File: src/ucif_pkg.sv
`default_nettype none
// ----------------------------------------------------------------------------
// ucif_pkg
// Types and constants shared by the configuration descriptor walker.
// ----------------------------------------------------------------------------
package ucif_pkg;

  // result status codes
  localparam logic [1:0] ST_FOUND     = 2'd0;
  localparam logic [1:0] ST_NOT_FOUND = 2'd1;
  localparam logic [1:0] ST_MALFORMED = 2'd2;

  // descriptor type codes
  localparam logic [7:0] DT_INTERFACE = 8'd4;
  localparam logic [7:0] DT_ENDPOINT  = 8'd5;

  // endpoint descriptor fields
  localparam int unsigned EP_DIR_IN_BIT = 7;
  localparam logic [1:0]  XFER_BULK     = 2'd2;

  // minimum descriptor lengths
  localparam logic [7:0] IFACE_MIN_LEN = 8'd9;
  localparam logic [7:0] EP_MIN_LEN    = 8'd7;
  localparam logic [7:0] MIN_DESC_LEN  = 8'd2;

  // configuration register indexes
  localparam logic [1:0] REG_ALT_SETTING = 2'd0;
  localparam logic [1:0] REG_CLASS       = 2'd1;
  localparam logic [1:0] REG_SUBCLASS    = 2'd2;
  localparam logic [1:0] REG_PROTOCOL    = 2'd3;

  // configuration register reset values
  localparam logic [7:0] RST_ALT_SETTING = 8'h00;
  localparam logic [7:0] RST_CLASS       = 8'hff;
  localparam logic [7:0] RST_SUBCLASS    = 8'hfe;
  localparam logic [7:0] RST_PROTOCOL    = 8'h02;

  typedef struct packed {
    logic [7:0] alt_setting;
    logic [7:0] class_code;
    logic [7:0] subclass;
    logic [7:0] protocol;
  } ucif_match_t;

  typedef struct packed {
    logic [1:0] status;
    logic [7:0] interface_number;
    logic [7:0] in_endpoint;
    logic [7:0] out_endpoint;
  } ucif_result_t;

endpackage
`default_nettype wire

File: src/ucif_parser.sv
`default_nettype none
// ----------------------------------------------------------------------------
// ucif_parser
// Per-byte descriptor walker: tracks position in the current descriptor,
// captures interface and endpoint fields and decides the result.
// ----------------------------------------------------------------------------
module ucif_parser (
  input  wire logic                  clk,
  input  wire logic                  rst,
  input  wire logic                  accept,
  input  wire logic [7:0]            data_byte,
  input  wire logic                  last_byte,
  input  wire ucif_pkg::ucif_match_t match_cfg,
  output logic                       res_valid,
  output ucif_pkg::ucif_result_t     res
);
  import ucif_pkg::*;

  logic [7:0] byte_pos, byte_pos_next;
  logic [7:0] desc_len, desc_len_next;
  logic [7:0] desc_type, desc_type_next;
  logic [7:0] cap [5];
  logic [7:0] cap_next [5];
  logic       iface_sel, iface_sel_next;
  logic [7:0] found_if, found_if_next;
  logic [7:0] found_in, found_in_next;
  logic [7:0] found_out, found_out_next;
  logic       result_given, result_given_next;

  logic       desc_done;
  logic       is_iface;
  logic       is_bulk_ep;
  logic       iface_match;

  always_ff @(posedge clk) begin
    if (rst) begin
      byte_pos     <= '0;
      desc_len     <= '0;
      desc_type    <= '0;
      for (int i = 0; i < 5; i++) cap[i] <= '0;
      iface_sel    <= 1'b0;
      found_if     <= '0;
      found_in     <= '0;
      found_out    <= '0;
      result_given <= 1'b0;
    end else begin
      byte_pos     <= byte_pos_next;
      desc_len     <= desc_len_next;
      desc_type    <= desc_type_next;
      for (int i = 0; i < 5; i++) cap[i] <= cap_next[i];
      iface_sel    <= iface_sel_next;
      found_if     <= found_if_next;
      found_in     <= found_in_next;
      found_out    <= found_out_next;
      result_given <= result_given_next;
    end
  end

  always_comb begin
    byte_pos_next     = byte_pos;
    desc_len_next     = desc_len;
    desc_type_next    = desc_type;
    for (int i = 0; i < 5; i++) cap_next[i] = cap[i];
    iface_sel_next    = iface_sel;
    found_if_next     = found_if;
    found_in_next     = found_in;
    found_out_next    = found_out;
    result_given_next = result_given;
    res_valid         = 1'b0;
    res               = '0;
    desc_done         = 1'b0;
    is_iface          = 1'b0;
    is_bulk_ep        = 1'b0;
    iface_match       = 1'b0;

    if (accept && !result_given) begin
      if (byte_pos == 8'd0) begin
        desc_len_next = data_byte;
        if (last_byte) begin
          // lone trailing byte
          res_valid  = 1'b1;
          res.status = ST_NOT_FOUND;
        end else if (data_byte < MIN_DESC_LEN) begin
          res_valid         = 1'b1;
          res.status        = ST_MALFORMED;
          result_given_next = 1'b1;
        end else begin
          byte_pos_next = 8'd1;
        end
      end else begin
        case (byte_pos)
          8'd1:    desc_type_next = data_byte;
          8'd2:    cap_next[0]    = data_byte;
          8'd3:    cap_next[1]    = data_byte;
          8'd5:    cap_next[2]    = data_byte;
          8'd6:    cap_next[3]    = data_byte;
          8'd7:    cap_next[4]    = data_byte;
          default: ;
        endcase

        desc_done  = ({1'b0, byte_pos} + 9'd1) >= {1'b0, desc_len};
        is_iface   = (desc_type_next == DT_INTERFACE) && (desc_len >= IFACE_MIN_LEN);
        is_bulk_ep = iface_sel && (desc_type_next == DT_ENDPOINT) &&
                     (desc_len >= EP_MIN_LEN) && (cap_next[1][1:0] == XFER_BULK);
        iface_match = (cap_next[1] == match_cfg.alt_setting) &&
                      (cap_next[2] == match_cfg.class_code) &&
                      (cap_next[3] == match_cfg.subclass) &&
                      (cap_next[4] == match_cfg.protocol);

        if (desc_done) begin
          byte_pos_next = 8'd0;
          if (is_iface) begin
            iface_sel_next = iface_match;
            if (iface_match) begin
              found_if_next  = cap_next[0];
              found_in_next  = '0;
              found_out_next = '0;
            end
          end else if (is_bulk_ep) begin
            if (cap_next[0][EP_DIR_IN_BIT]) found_in_next = cap_next[0];
            else                            found_out_next = cap_next[0];
          end

          if (is_bulk_ep && !is_iface && found_in_next != 8'd0 &&
              found_out_next != 8'd0) begin
            res_valid            = 1'b1;
            res.status           = ST_FOUND;
            res.interface_number = found_if_next;
            res.in_endpoint      = found_in_next;
            res.out_endpoint     = found_out_next;
            result_given_next    = 1'b1;
          end else if (last_byte) begin
            res_valid  = 1'b1;
            res.status = ST_NOT_FOUND;
          end
        end else if (last_byte) begin
          // descriptor cut off by the end of the set
          res_valid  = 1'b1;
          res.status = ST_MALFORMED;
        end else begin
          byte_pos_next = byte_pos + 8'd1;
        end
      end
    end

    // final byte always starts the next set from scratch
    if (accept && last_byte) begin
      byte_pos_next     = '0;
      desc_len_next     = '0;
      desc_type_next    = '0;
      for (int i = 0; i < 5; i++) cap_next[i] = '0;
      iface_sel_next    = 1'b0;
      found_if_next     = '0;
      found_in_next     = '0;
      found_out_next    = '0;
      result_given_next = 1'b0;
    end
  end

  a_quiet_after_result: assert property (@(posedge clk) disable iff (rst)
    (accept && result_given) |-> !res_valid)
    else $error("request produced a result after one was already given");

  a_found_has_both: assert property (@(posedge clk) disable iff (rst)
    (res_valid && res.status == ST_FOUND) |->
      (res.in_endpoint != 8'd0 && res.out_endpoint != 8'd0 && res.in_endpoint[7]))
    else $error("found result without both endpoints");

  a_last_clears: assert property (@(posedge clk) disable iff (rst)
    (accept && last_byte) |=> (byte_pos == 8'd0 && !result_given && !iface_sel))
    else $error("parser not cleared after final byte");

endmodule
`default_nettype wire

File: src/ucif_out_buf.sv
`default_nettype none
// ----------------------------------------------------------------------------
// ucif_out_buf
// Output register plus one skid entry so the input side keeps flowing while
// a result waits on the output.
// ----------------------------------------------------------------------------
module ucif_out_buf (
  input  wire logic                   clk,
  input  wire logic                   rst,
  input  wire logic                   push,
  input  wire ucif_pkg::ucif_result_t push_data,
  output logic                        full,
  output logic                        out_valid,
  input  wire logic                   out_stall,
  output ucif_pkg::ucif_result_t      out_data
);
  import ucif_pkg::*;

  logic         skid_valid;
  ucif_result_t skid_data;
  logic         pop;

  assign pop  = out_valid && !out_stall;
  assign full = skid_valid;

  always_ff @(posedge clk) begin
    if (rst) begin
      out_valid  <= 1'b0;
      skid_valid <= 1'b0;
    end else if (!out_valid || pop) begin
      if (skid_valid) begin
        out_valid  <= 1'b1;
        skid_valid <= 1'b0;
      end else begin
        out_valid <= push;
      end
    end else if (push) begin
      skid_valid <= 1'b1;
    end
  end

  always_ff @(posedge clk) begin
    if (!out_valid || pop) begin
      if (skid_valid)  out_data <= skid_data;
      else if (push)   out_data <= push_data;
    end else if (push) begin
      skid_data <= push_data;
    end
  end

  a_skid_behind_out: assert property (@(posedge clk) disable iff (rst)
    skid_valid |-> out_valid)
    else $error("skid entry held with empty output register");

  a_no_push_when_full: assert property (@(posedge clk) disable iff (rst)
    full |-> !push)
    else $error("result pushed into a full output buffer");

  a_skid_moves_up: assert property (@(posedge clk) disable iff (rst)
    (skid_valid && pop) |=> (out_valid && !skid_valid))
    else $error("skid entry not promoted after output pop");

endmodule
`default_nettype wire

File: src/usb_config_interface_finder.sv
`default_nettype none
// A result is registered in the output buffer, and waits in its skid entry while the output is stalled.
// Throughput: one descriptor byte per cycle while in_stall is low; the per-byte
// parse step is a set of compares and a counter update between registers.
// in_stall rises only while both the output register and its skid entry hold results.
// Reset (rst, synchronous): parser cleared, output empty, match registers
// return to alt 0, class 0xff, subclass 0xfe, protocol 0x02.
// ----------------------------------------------------------------------------
// usb_config_interface_finder
// Finds the matching interface in a configuration descriptor set and reports
// its bulk IN and OUT endpoint addresses.
// ----------------------------------------------------------------------------
module usb_config_interface_finder (
  input  wire logic       clk,
  input  wire logic       rst,
  input  wire logic       cfg_write,
  input  wire logic [1:0] cfg_index,
  input  wire logic [7:0] cfg_data,
  input  wire logic       in_valid,
  output logic            in_stall,
  input  wire logic [7:0] data_byte,
  input  wire logic       last_byte,
  output logic            out_valid,
  input  wire logic       out_stall,
  output logic [1:0]      status,
  output logic [7:0]      interface_number,
  output logic [7:0]      in_endpoint,
  output logic [7:0]      out_endpoint
);
  import ucif_pkg::*;

  ucif_match_t  match_cfg;
  ucif_result_t res;
  ucif_result_t out_data;
  logic         res_valid;
  logic         accept;
  logic         buf_full;

  always_ff @(posedge clk) begin
    if (rst) begin
      match_cfg.alt_setting <= RST_ALT_SETTING;
      match_cfg.class_code  <= RST_CLASS;
      match_cfg.subclass    <= RST_SUBCLASS;
      match_cfg.protocol    <= RST_PROTOCOL;
    end else if (cfg_write) begin
      unique case (cfg_index)
        REG_ALT_SETTING: match_cfg.alt_setting <= cfg_data;
        REG_CLASS:       match_cfg.class_code  <= cfg_data;
        REG_SUBCLASS:    match_cfg.subclass    <= cfg_data;
        REG_PROTOCOL:    match_cfg.protocol    <= cfg_data;
        default: ;
      endcase
    end
  end

  assign in_stall = buf_full;
  assign accept   = in_valid && !in_stall;

  ucif_parser u_parser (
    .clk       (clk),
    .rst       (rst),
    .accept    (accept),
    .data_byte (data_byte),
    .last_byte (last_byte),
    .match_cfg (match_cfg),
    .res_valid (res_valid),
    .res       (res)
  );

  ucif_out_buf u_out_buf (
    .clk       (clk),
    .rst       (rst),
    .push      (res_valid),
    .push_data (res),
    .full      (buf_full),
    .out_valid (out_valid),
    .out_stall (out_stall),
    .out_data  (out_data)
  );

  assign status           = out_data.status;
  assign interface_number = out_data.interface_number;
  assign in_endpoint      = out_data.in_endpoint;
  assign out_endpoint     = out_data.out_endpoint;

  a_no_result_without_request: assert property (@(posedge clk) disable iff (rst)
    res_valid |-> accept)
    else $error("result produced without an accepted request");

  a_status_legal: assert property (@(posedge clk) disable iff (rst)
    out_valid |-> (status == ST_FOUND || status == ST_NOT_FOUND || status == ST_MALFORMED))
    else $error("illegal status code on output");

  a_empty_no_stall: assert property (@(posedge clk) disable iff (rst)
    !out_valid |-> !in_stall)
    else $error("input stalled with empty output");

endmodule
`default_nettype wire

File: config.mk
export PLATFORM = sky130hd
export DESIGN_NAME = usb_config_interface_finder
export DESIGN_NICKNAME = d
export VERILOG_FILES = /design/src/ucif_pkg.sv /design/src/ucif_parser.sv /design/src/ucif_out_buf.sv /design/src/usb_config_interface_finder.sv
export SDC_FILE = /design/constraint.sdc
export NUM_CORES = 1
export LEC_CHECK = 0
export BUFFER_PORTS_ARGS = -buffer_cell sky130_fd_sc_hd__buf_2
export CAP_MARGIN = 15
export CORE_ASPECT_RATIO = 0.9
export CORE_UTILIZATION = 35
export CTS_CLUSTER_DIAMETER = 80
export CTS_CLUSTER_SIZE = 14
export DETAILED_ROUTE_END_ITERATION = 12
export HOLD_SLACK_MARGIN = 0.1
export PLACE_DENSITY_LB_ADDON = 0.1
export SKIP_LAST_GASP = 1
export SYNTH_ARGS = -nofsm -noshare
export SYNTH_HDL_FRONTEND = slang
export SYNTH_SLANG_ARGS = --single-unit
File: constraint.sdc
create_clock -name clk -period 8.5 [get_ports clk]
set_clock_uncertainty 0.15 [all_clocks]
set_input_delay 0.425 -clock clk [delete_from_list [all_inputs] [get_ports clk]]
set_output_delay 0.425 -clock clk [all_outputs]
set_load 0.01 [all_outputs]
# Yosys cells after proc, flatten, opt, wreduce, memory -nomap -nowiden
# Memories as Yosys holds them, arrays and structs flattened.
# Index checks and enable logic that the tools add are counted.
[totals]
word_cells = 173
memories = 1
register_bits = 136
ramBits = 40
out_inout_bits = 28
in_bits = 24
[mem_list]
columns = ["memory", "words", "width", "read_ports", "rd_ports_with_merged_regs", "wr", "line", "rtl"]
rows = [
  ["u_parser.cap", 5, 8, 5, 0, 5, "ucif_parser.sv:22", "logic [7:0] cap [5];"],
]
[classes]
order_cmp = 4
eq_ne = 20
bitwise_logic = 7
reduce_logical = 41
addsub = 2
mux = 76
[ops]
columns = ["op", "n"]
rows = [
  ["8-bit 2-to-1 mux", 44],
  ["40-bit 2-to-1 mux", 3],
  ["26-bit 2-to-1 mux", 3],
  ["24-bit 2-to-1 mux", 3],
  ["8-bit by 3-bit == test with 1-bit output (second input constant)", 5],
  ["8-bit == test", 4],
  ["1-bit 2-to-1 mux", 17],
  ["8-bit by 2-bit == test with 1-bit output (second input constant)", 2],
  ["2-bit AND reduction", 8],
  ["8-bit nonzero test", 2],
  ["1-bit logical AND", 14],
  ["2-bit 2-to-1 mux", 6],
  ["8-bit by 1-bit adder with 9-bit output (second input constant)", 1],
  ["9-bit by 8-bit >= comparator with 1-bit output", 1],
  ["8-bit by 1-bit adder with 8-bit output (second input constant)", 1],
  ["8-bit by 1-bit == test with 1-bit output (second input constant)", 1],
  ["8-bit by 3-bit >= comparator with 1-bit output (second input constant)", 1],
  ["8-bit by 4-bit >= comparator with 1-bit output (second input constant)", 1],
  ["8-bit logical NOT", 1],
  ["8-bit by 2-bit less-than comparator with 1-bit output (second input constant)", 1],
  ["4-bit AND reduction", 2],
  ["2-bit == test (second input constant)", 3],
  ["2-bit != test (second input constant)", 3],
  ["2-bit nonzero test", 3],
  ["10 further kinds", 20],
]

# Longest topological paths before layout
[logic_depth]
depth_word = 22
mapped_depth = 16
depth_no_buf = 13

# Modules after synthesis
# Synthesis repeated with hierarchy kept, for this count alone.
[hier_totals]
cells_unflattened = 1040
area_unflattened_um2 = 9653.0
[by_module_without_submodules]
columns = ["module", "instances", "area_each_um2", "seq_area_each_um2", "cells_each"]
rows = [
  ["ucif_parser", 1, 6293.5, 1801.7, 822],
  ["ucif_out_buf", 1, 2045.7, 1601.5, 89],
  ["usb_config_interface_finder", 1, 1313.8, 640.6, 129],
]

# Least setup slack after synthesis
# No wires, ideal clock.
[synth_timing]
path_type = "register -> register"
from = "reg u_parser.byte_pos[2]"
to = "reg u_out_buf.skid_data[0] (netlist bit), enable pin"
arrival_ns = 4.223
required_time_ns = 7.932
setup_slack_ns = 3.709
stages_incl_launch_ff = 15
cell_sequence = "dfxtp_1 clkbuf_1 clkbuf_1 nand3_1 nor2_1 xor2_1 ha_1 and3_1 a221oi_1 o21ai_0 and2_1 clkbuf_1 nand3b_1 clkbuf_1 a21oi_1"
[synth_between]
elab_chain_cells = 21
elab_cells_between_ends = 66
classes_between = "1 x add/sub; 1 x order compare; 13 x eq/ne; 36 x mux; 15 x reduce/logical"
[synth_lines]
columns = ["element", "line", "rtl"]
rows = [
  ["start, declared", "ucif_parser.sv:19", "logic [7:0] byte_pos, byte_pos_next;"],
  ["start signal, assigned", "ucif_parser.sv:47", "byte_pos <= byte_pos_next;"],
  ["8-bit by 1-bit == test with 1-bit output (tied with other cells)", "ucif_parser.sv:91", "case (byte_pos)"],
  ["8-bit 2-to-1 mux", "ucif_parser.sv:91", ""],
  ["8-bit 2-to-1 mux", "ucif_parser.sv:77", "if (byte_pos == 8'd0) begin"],
  ["8-bit 2-to-1 mux", "ucif_parser.sv:76", "if (accept && !result_given) begin"],
  ["8-bit by 3-bit == test with 1-bit output (tied with other cells)", "ucif_parser.sv:103", "is_bulk_ep = iface_sel && (desc_type_next == DT_ENDPOINT) &&"],
  ["1-bit logical AND, on equally long branches", "ucif_parser.sv:103, ucif_parser.sv:105", ""],
  ["1-bit logical AND, on equally long branches", "ucif_parser.sv:103, ucif_parser.sv:106", ""],
  ["1-bit logical AND, on equally long branches", "ucif_parser.sv:104, ucif_parser.sv:107", ""],
  ["[... 4 more ...]", "--", ""],
  ["8-bit 2-to-1 mux", "ucif_parser.sv:76", ""],
  ["8-bit nonzero test", "ucif_parser.sv:124", "if (is_bulk_ep && !is_iface && found_in_next != 8'd0 &&"],
  ["1-bit logical AND (2 in series)", "ucif_parser.sv:124", ""],
  ["1-bit 2-to-1 mux", "ucif_parser.sv:124", ""],
  ["1-bit 2-to-1 mux", "ucif_parser.sv:110", "if (desc_done) begin"],
  ["1-bit 2-to-1 mux (*)", "ucif_parser.sv:77", ""],
  ["1-bit 2-to-1 mux (*)", "ucif_parser.sv:76", ""],
  ["2-bit AND reduction (no source line) (*)", "--", ""],
  ["end signal, assigned", "ucif_out_buf.sv:47", "skid_data <= push_data;"],
  ["end, declared", "ucif_out_buf.sv:20", "ucif_result_t skid_data;"],
]
# Every way passes the cells marked *; elsewhere a longest branch is shown, timed or not. The select of a mux whose other input is x is not followed.
# A chain may end at the register's enable or synchronous reset.

# Final worst setup path
[layout_timing]
from = "reg u_parser.byte_pos[4]"
to = "reg u_out_buf.out_data[4] (netlist name)"
[layout_between]
elab_chain_cells = 22
elab_cells_between_ends = 67
classes_between = "1 x add/sub; 1 x order compare; 13 x eq/ne; 38 x mux; 14 x reduce/logical"
[layout_lines]
columns = ["element", "line", "rtl"]
rows = [
  ["8-bit by 1-bit == test with 1-bit output (tied with other cells)", "ucif_parser.sv:91", ""],
  ["8-bit 2-to-1 mux", "ucif_parser.sv:91", ""],
  ["8-bit 2-to-1 mux", "ucif_parser.sv:77", ""],
  ["8-bit 2-to-1 mux", "ucif_parser.sv:76", ""],
  ["8-bit by 3-bit == test with 1-bit output (tied with other cells)", "ucif_parser.sv:103", ""],
  ["1-bit logical AND, on equally long branches", "ucif_parser.sv:103, ucif_parser.sv:105", ""],
  ["1-bit logical AND, on equally long branches", "ucif_parser.sv:103, ucif_parser.sv:106", ""],
  ["1-bit logical AND, on equally long branches", "ucif_parser.sv:104, ucif_parser.sv:107", ""],
  ["[... 5 more ...]", "--", ""],
  ["8-bit nonzero test", "ucif_parser.sv:124", ""],
  ["1-bit logical AND (2 in series)", "ucif_parser.sv:124", ""],
  ["24-bit 2-to-1 mux", "ucif_parser.sv:124", ""],
  ["24-bit 2-to-1 mux", "ucif_parser.sv:110", ""],
  ["24-bit 2-to-1 mux (*)", "ucif_parser.sv:77", ""],
  ["26-bit 2-to-1 mux (*)", "ucif_parser.sv:76", ""],
  ["26-bit 2-to-1 mux (*)", "ucif_out_buf.sv:45", "else if (push) out_data <= push_data;"],
  ["26-bit 2-to-1 mux (*)", "ucif_out_buf.sv:44", "if (skid_valid) out_data <= skid_data;"],
]
# Marks and branches as above.

==> Flow_metrics.wiki <==
{| class="wikitable"
! Metric !! Value
|-
| Count of yosys warnings during synthesis || 0
|-
| Post-route core utilization || 40.2%
|-
| First drt pass iteration count || 5
|-
| Worst IR drop on VDD || 95.6 uV
|-
| Initial antenna violation count || 0
|-
| Total Routed Length || 28.2 mm
|-
| Deepest clock path buffer count || 2
|-
| Final-stage net count || around 1100
|-
| Starting DRC count in detailed routing || 739
|-
| Ratio of cells with drive above 1 in the final layout || 10.9%
|-
| Worst-skew pair later-pin latency || 0.44 ns
|-
| First-pass GRT wire length || 44.0 mm
|-
| Run status || completed
|-
| Buffers inserted during post-CTS setup optimization || 0
|-
| Vias in the first global route || 7278
|-
| Post-detailed-route wirelength per cell || 19.7 um
|-
| Final period util || 54.4%
|-
| Hold violation total from the final report || 0
|-
| Endpoint with the worst hold slack || match_cfg[1]
|-
| Share of flip-flops with an asynchronous set or reset after synthesis || 0%
|-
| Overflow left after global routing || 0
|-
| Leakage power of the design || 3.64 nW
|-
| Final Wtd Congestion || 0.931
|-
| Depth of the worst hold-timing path || 3
|-
| Worst setup slack for register-to-register paths || around 3.9 ns
|-
| Effective utilization at floorplan || 35.7%
|-
| Startpoint of the worst-slack reg-to-reg timing path || u_parser.byte_pos[4]
|-
| Most used DFF post-synth || dfxtp_1
|-
| Total of flip-flops plus latches after synthesis || 176
|-
| TritonCTS Buffers || 17
|-
| Pwr dens || 182 nW/um^2
|-
| Relative slew slack || 31.4%
|-
| Leading area contributor after synthesis || dfxtp_1
|-
| Number of synthesized flops with an enable pin || 52
|-
| Count of nets left with antenna violations after detail routing || 0
|-
| Port Buffers || ~50
|-
| Destination of the worst register-to-register timing path || u_out_buf.out_data[4]
|-
| Area of the mapped netlist || 8960 um^2
|-
| Leading post-synthesis cells by cell area || dfxtp_1 28%, edfxtp_1 17%, nand2_1 7.8%
|-
| Core Region || 25100 um^2
|-
| Num Clock Sinks || ~180
|-
| Area growth, synth to finish || 12.7%
|-
| Max frequency || 216 MHz
|-
| Pins Over Slew Limit || 0
|-
| Post-synthesis instance total || roughly 1100
|-
| Tightest Pin Transition || between 1 and 1.5 ns
|-
| DRC viols || 0
|-
| Max-capacitance violation count || 0
|-
| Die extent in x || 171 um
|-
| Row Count || 55
|-
| CTS tree || done
|-
| Tmin final || approximately 4.6 ns
|-
| Num ports || 52
|-
| Final Total Pwr || ~1.8 mW
|-
| Crit Path Class || register to register
|-
| Setup TNS after final layout || 0 ns
|-
| Total global routing track utilization || 22.0%
|-
| Net count after synthesis || roughly 1100
|-
| Pin count of the biggest net entering global routing || between 40 and 50
|-
| Type of element capturing the critical path || register
|-
| Full die area || roughly 26000 um^2
|-
| Root buffer cell || clkbuf_16
|-
| Worst r2r path cells || 9
|-
| Mean cell area of the mapped netlist || around 8.4 um^2
|-
| Worst Path Max Fanout || 16
|-
| Count of endpoints failing setup in the final report || 0
|-
| Hpwl dp || just under 20 mm
|-
| Worst EP arrival || 4.65 ns
|-
| Post-CTS sizing || 0
|-
| Antenna cell count || 0
|-
| Path type of the worst min-delay path || input port to register
|-
| CP Launch Type || register
|-
| Sequential share of the synthesized area || 45.1%
|-
| Data required time at the worst endpoint || 8.53 ns
|-
| Share of Yosys cell area claimed by the top area cell type || 27.7%
|-
| # hold bufs at CTS || 0
|-
| Launch instance of the worst min-delay path || cfg_data[1]
|-
| Vert. Die Dim || ~150 um
|-
| Post-synth cell types || 66
|-
| RSZ-0062 raised after global routing || no
|-
| Post-CTS clock slew at the launch and capture registers of the worst setup and hold paths || around 0.07 ns
|-
| Total number of H-tree levels || 4
|-
| Routed vias || 7818
|-
| Detail-routed via count per cell || 5.46
|}
-- critical path: stages (launching register included) --
cell      delay [ns]
dfxtp_1         0.37
or4_1           0.79
nor2_2          0.65
mux2i_1         0.30
nor2_1          0.06
or4_1           0.52
a211oi_1        0.57
a21boi_1        0.44
a21oi_1         0.40
o21ai_0         0.11
-- area by class of cell --
type	instances	area [um^2]
fillers	2610	15000
multi-input cells	787	4540
flip-flops and latches	176	4040
well taps	342	428
clock buffers	17	425
repair buffers	62	338
clock inverters	15	193
inverters	33	124
-- flip-flops by register name, indices dropped and copies added, names as in the netlist, 8 cells and up --
register / flops
u_parser.cap: 40
match_cfg: 32
u_out_buf.out_data: 26
u_out_buf.skid_data: 26
u_parser.byte_pos: 8
u_parser.desc_len: 8
u_parser.desc_type: 8
u_parser.found_if: 8
u_parser.found_in: 8
u_parser.found_out: 8
-- power breakdown --
part           internal [mW]  switching, mW  total (mW)
clock                  0.424          0.390       0.814
sequential             0.877         0.0132       0.890
combinational         0.0373         0.0913       0.129
total                   1.34          0.494        1.83
-- cells in the final DEF, fill, tap and decap left out, types with 4 or more instances in the layout --
cell type,netlist,final
a211oi_1,10,10
a21o_1,12,11
a21oi_1,108,106
a221oi_1,4,4
a31oi_1,8,8
and2_1,4,4
and3_1,11,11
buf_2,3,51
buf_4,1,11
clkbuf_16,0,17
clkinv_8,0,5
dfxtp_1,124,124
edfxtp_1,52,52
ha_1,12,12
inv_1,33,33
inv_6,0,5
mux2_2,10,10
mux2i_1,33,33
nand2_1,186,186
nand2b_1,16,16
nand3_1,65,65
nand3b_1,28,28
nand4_1,7,7
nor2_1,82,81
nor2b_1,10,10
nor3_1,13,13
nor4_1,9,9
o2111ai_1,6,6
o211ai_1,4,4
o21ai_0,41,41
o21bai_1,8,8
o22ai_1,9,9
o311a_1,7,7
o31ai_1,10,10
or2_2,4,4
or4_1,8,8
xnor2_1,8,8
xor2_1,13,13
-- cell usage after synthesis, types with 3 or more instances --
library cell	instances
nor3_1	13
buf_2	3
a31oi_1	8
and3_1	11
and2_1	4
ha_1	12
o211ai_1	4
inv_1	33
o22ai_1	9
o21bai_1	8
or4_1	8
o311a_1	7
nor2b_1	10
dfxtp_1	124
clkbuf_1	57
edfxtp_1	52
o2111ai_1	6
xnor2_1	8
xor2_1	13
nand4_1	7
o31ai_1	10
o21ai_0	41
nor4_1	9
or3_1	3
a32oi_1	3
mux2i_1	33
nand2_1	186
nand3_1	65
nor2_1	82
buf_1	3
a211oi_1	10
or2_2	4
mux2_2	10
a221oi_1	4
and3b_1	3
a21o_1	12
nor3b_1	3
a21oi_1	108
nand2b_1	16
nand3b_1	28
-- worst max-delay path by stage --
| stage | from | to | slack (ns) | cells after the start |
|---|---|---|---|---|
| after detailed placement | u_parser.byte_pos[4] | u_out_buf.out_data[4] | 3.93 | 9 |
| after floorplan | u_parser.byte_pos[2] | u_out_buf.skid_data[0] | 3.71 | 14 |
| after CTS | u_parser.byte_pos[4] | u_out_buf.out_data[4] | 3.95 | 9 |
| after global routing | u_parser.byte_pos[4] | u_out_buf.out_data[1] | 3.64 | 9 |
| after global placement | u_parser.byte_pos[0] | u_out_buf.out_data[19] | 4.07 | 13 |
| final | u_parser.byte_pos[4] | u_out_buf.out_data[4] | 3.88 | 9 |
-- per-stage QoR --
stage	hold slack [ns]	instance area (um^2)	std cells	worst slack (ns)
global placement	0.289	9480	1400	4.07
global route	0.143	10100	1432	3.64
finish	0.141	10100	1432	3.88
floorplan	0.278	8960	1061	3.71
CTS	0.128	10100	1432	3.95
detailed placement	0.293	9480	1400	3.93
-- cells by family (layout without fill, tap and decap cells) --
logic type	after synthesis	after routing	synth area share, %
compound gates	250	250	17.2
flops	176	176	45.1
fa+ha+maj	12	12	1.68
simple gates	461	461	24.8
mux	43	43	4.94
xor+xnor	21	21	2.05
buf+inv	98	127	4.27
-- per-layer routing --
metal  vias to the layer above  track usage, %  share of wire [%]  routed length, um
met4                         0            5.41                1.3                364
met5                         -               0                  0                  0
met2                       210            29.7                 41              11400
li1                       3813               -                  -                  -
met3                        21            4.38                5.8               1630
met1                      3774            34.8                 52              14700
(Power assumes the default switching activity.)
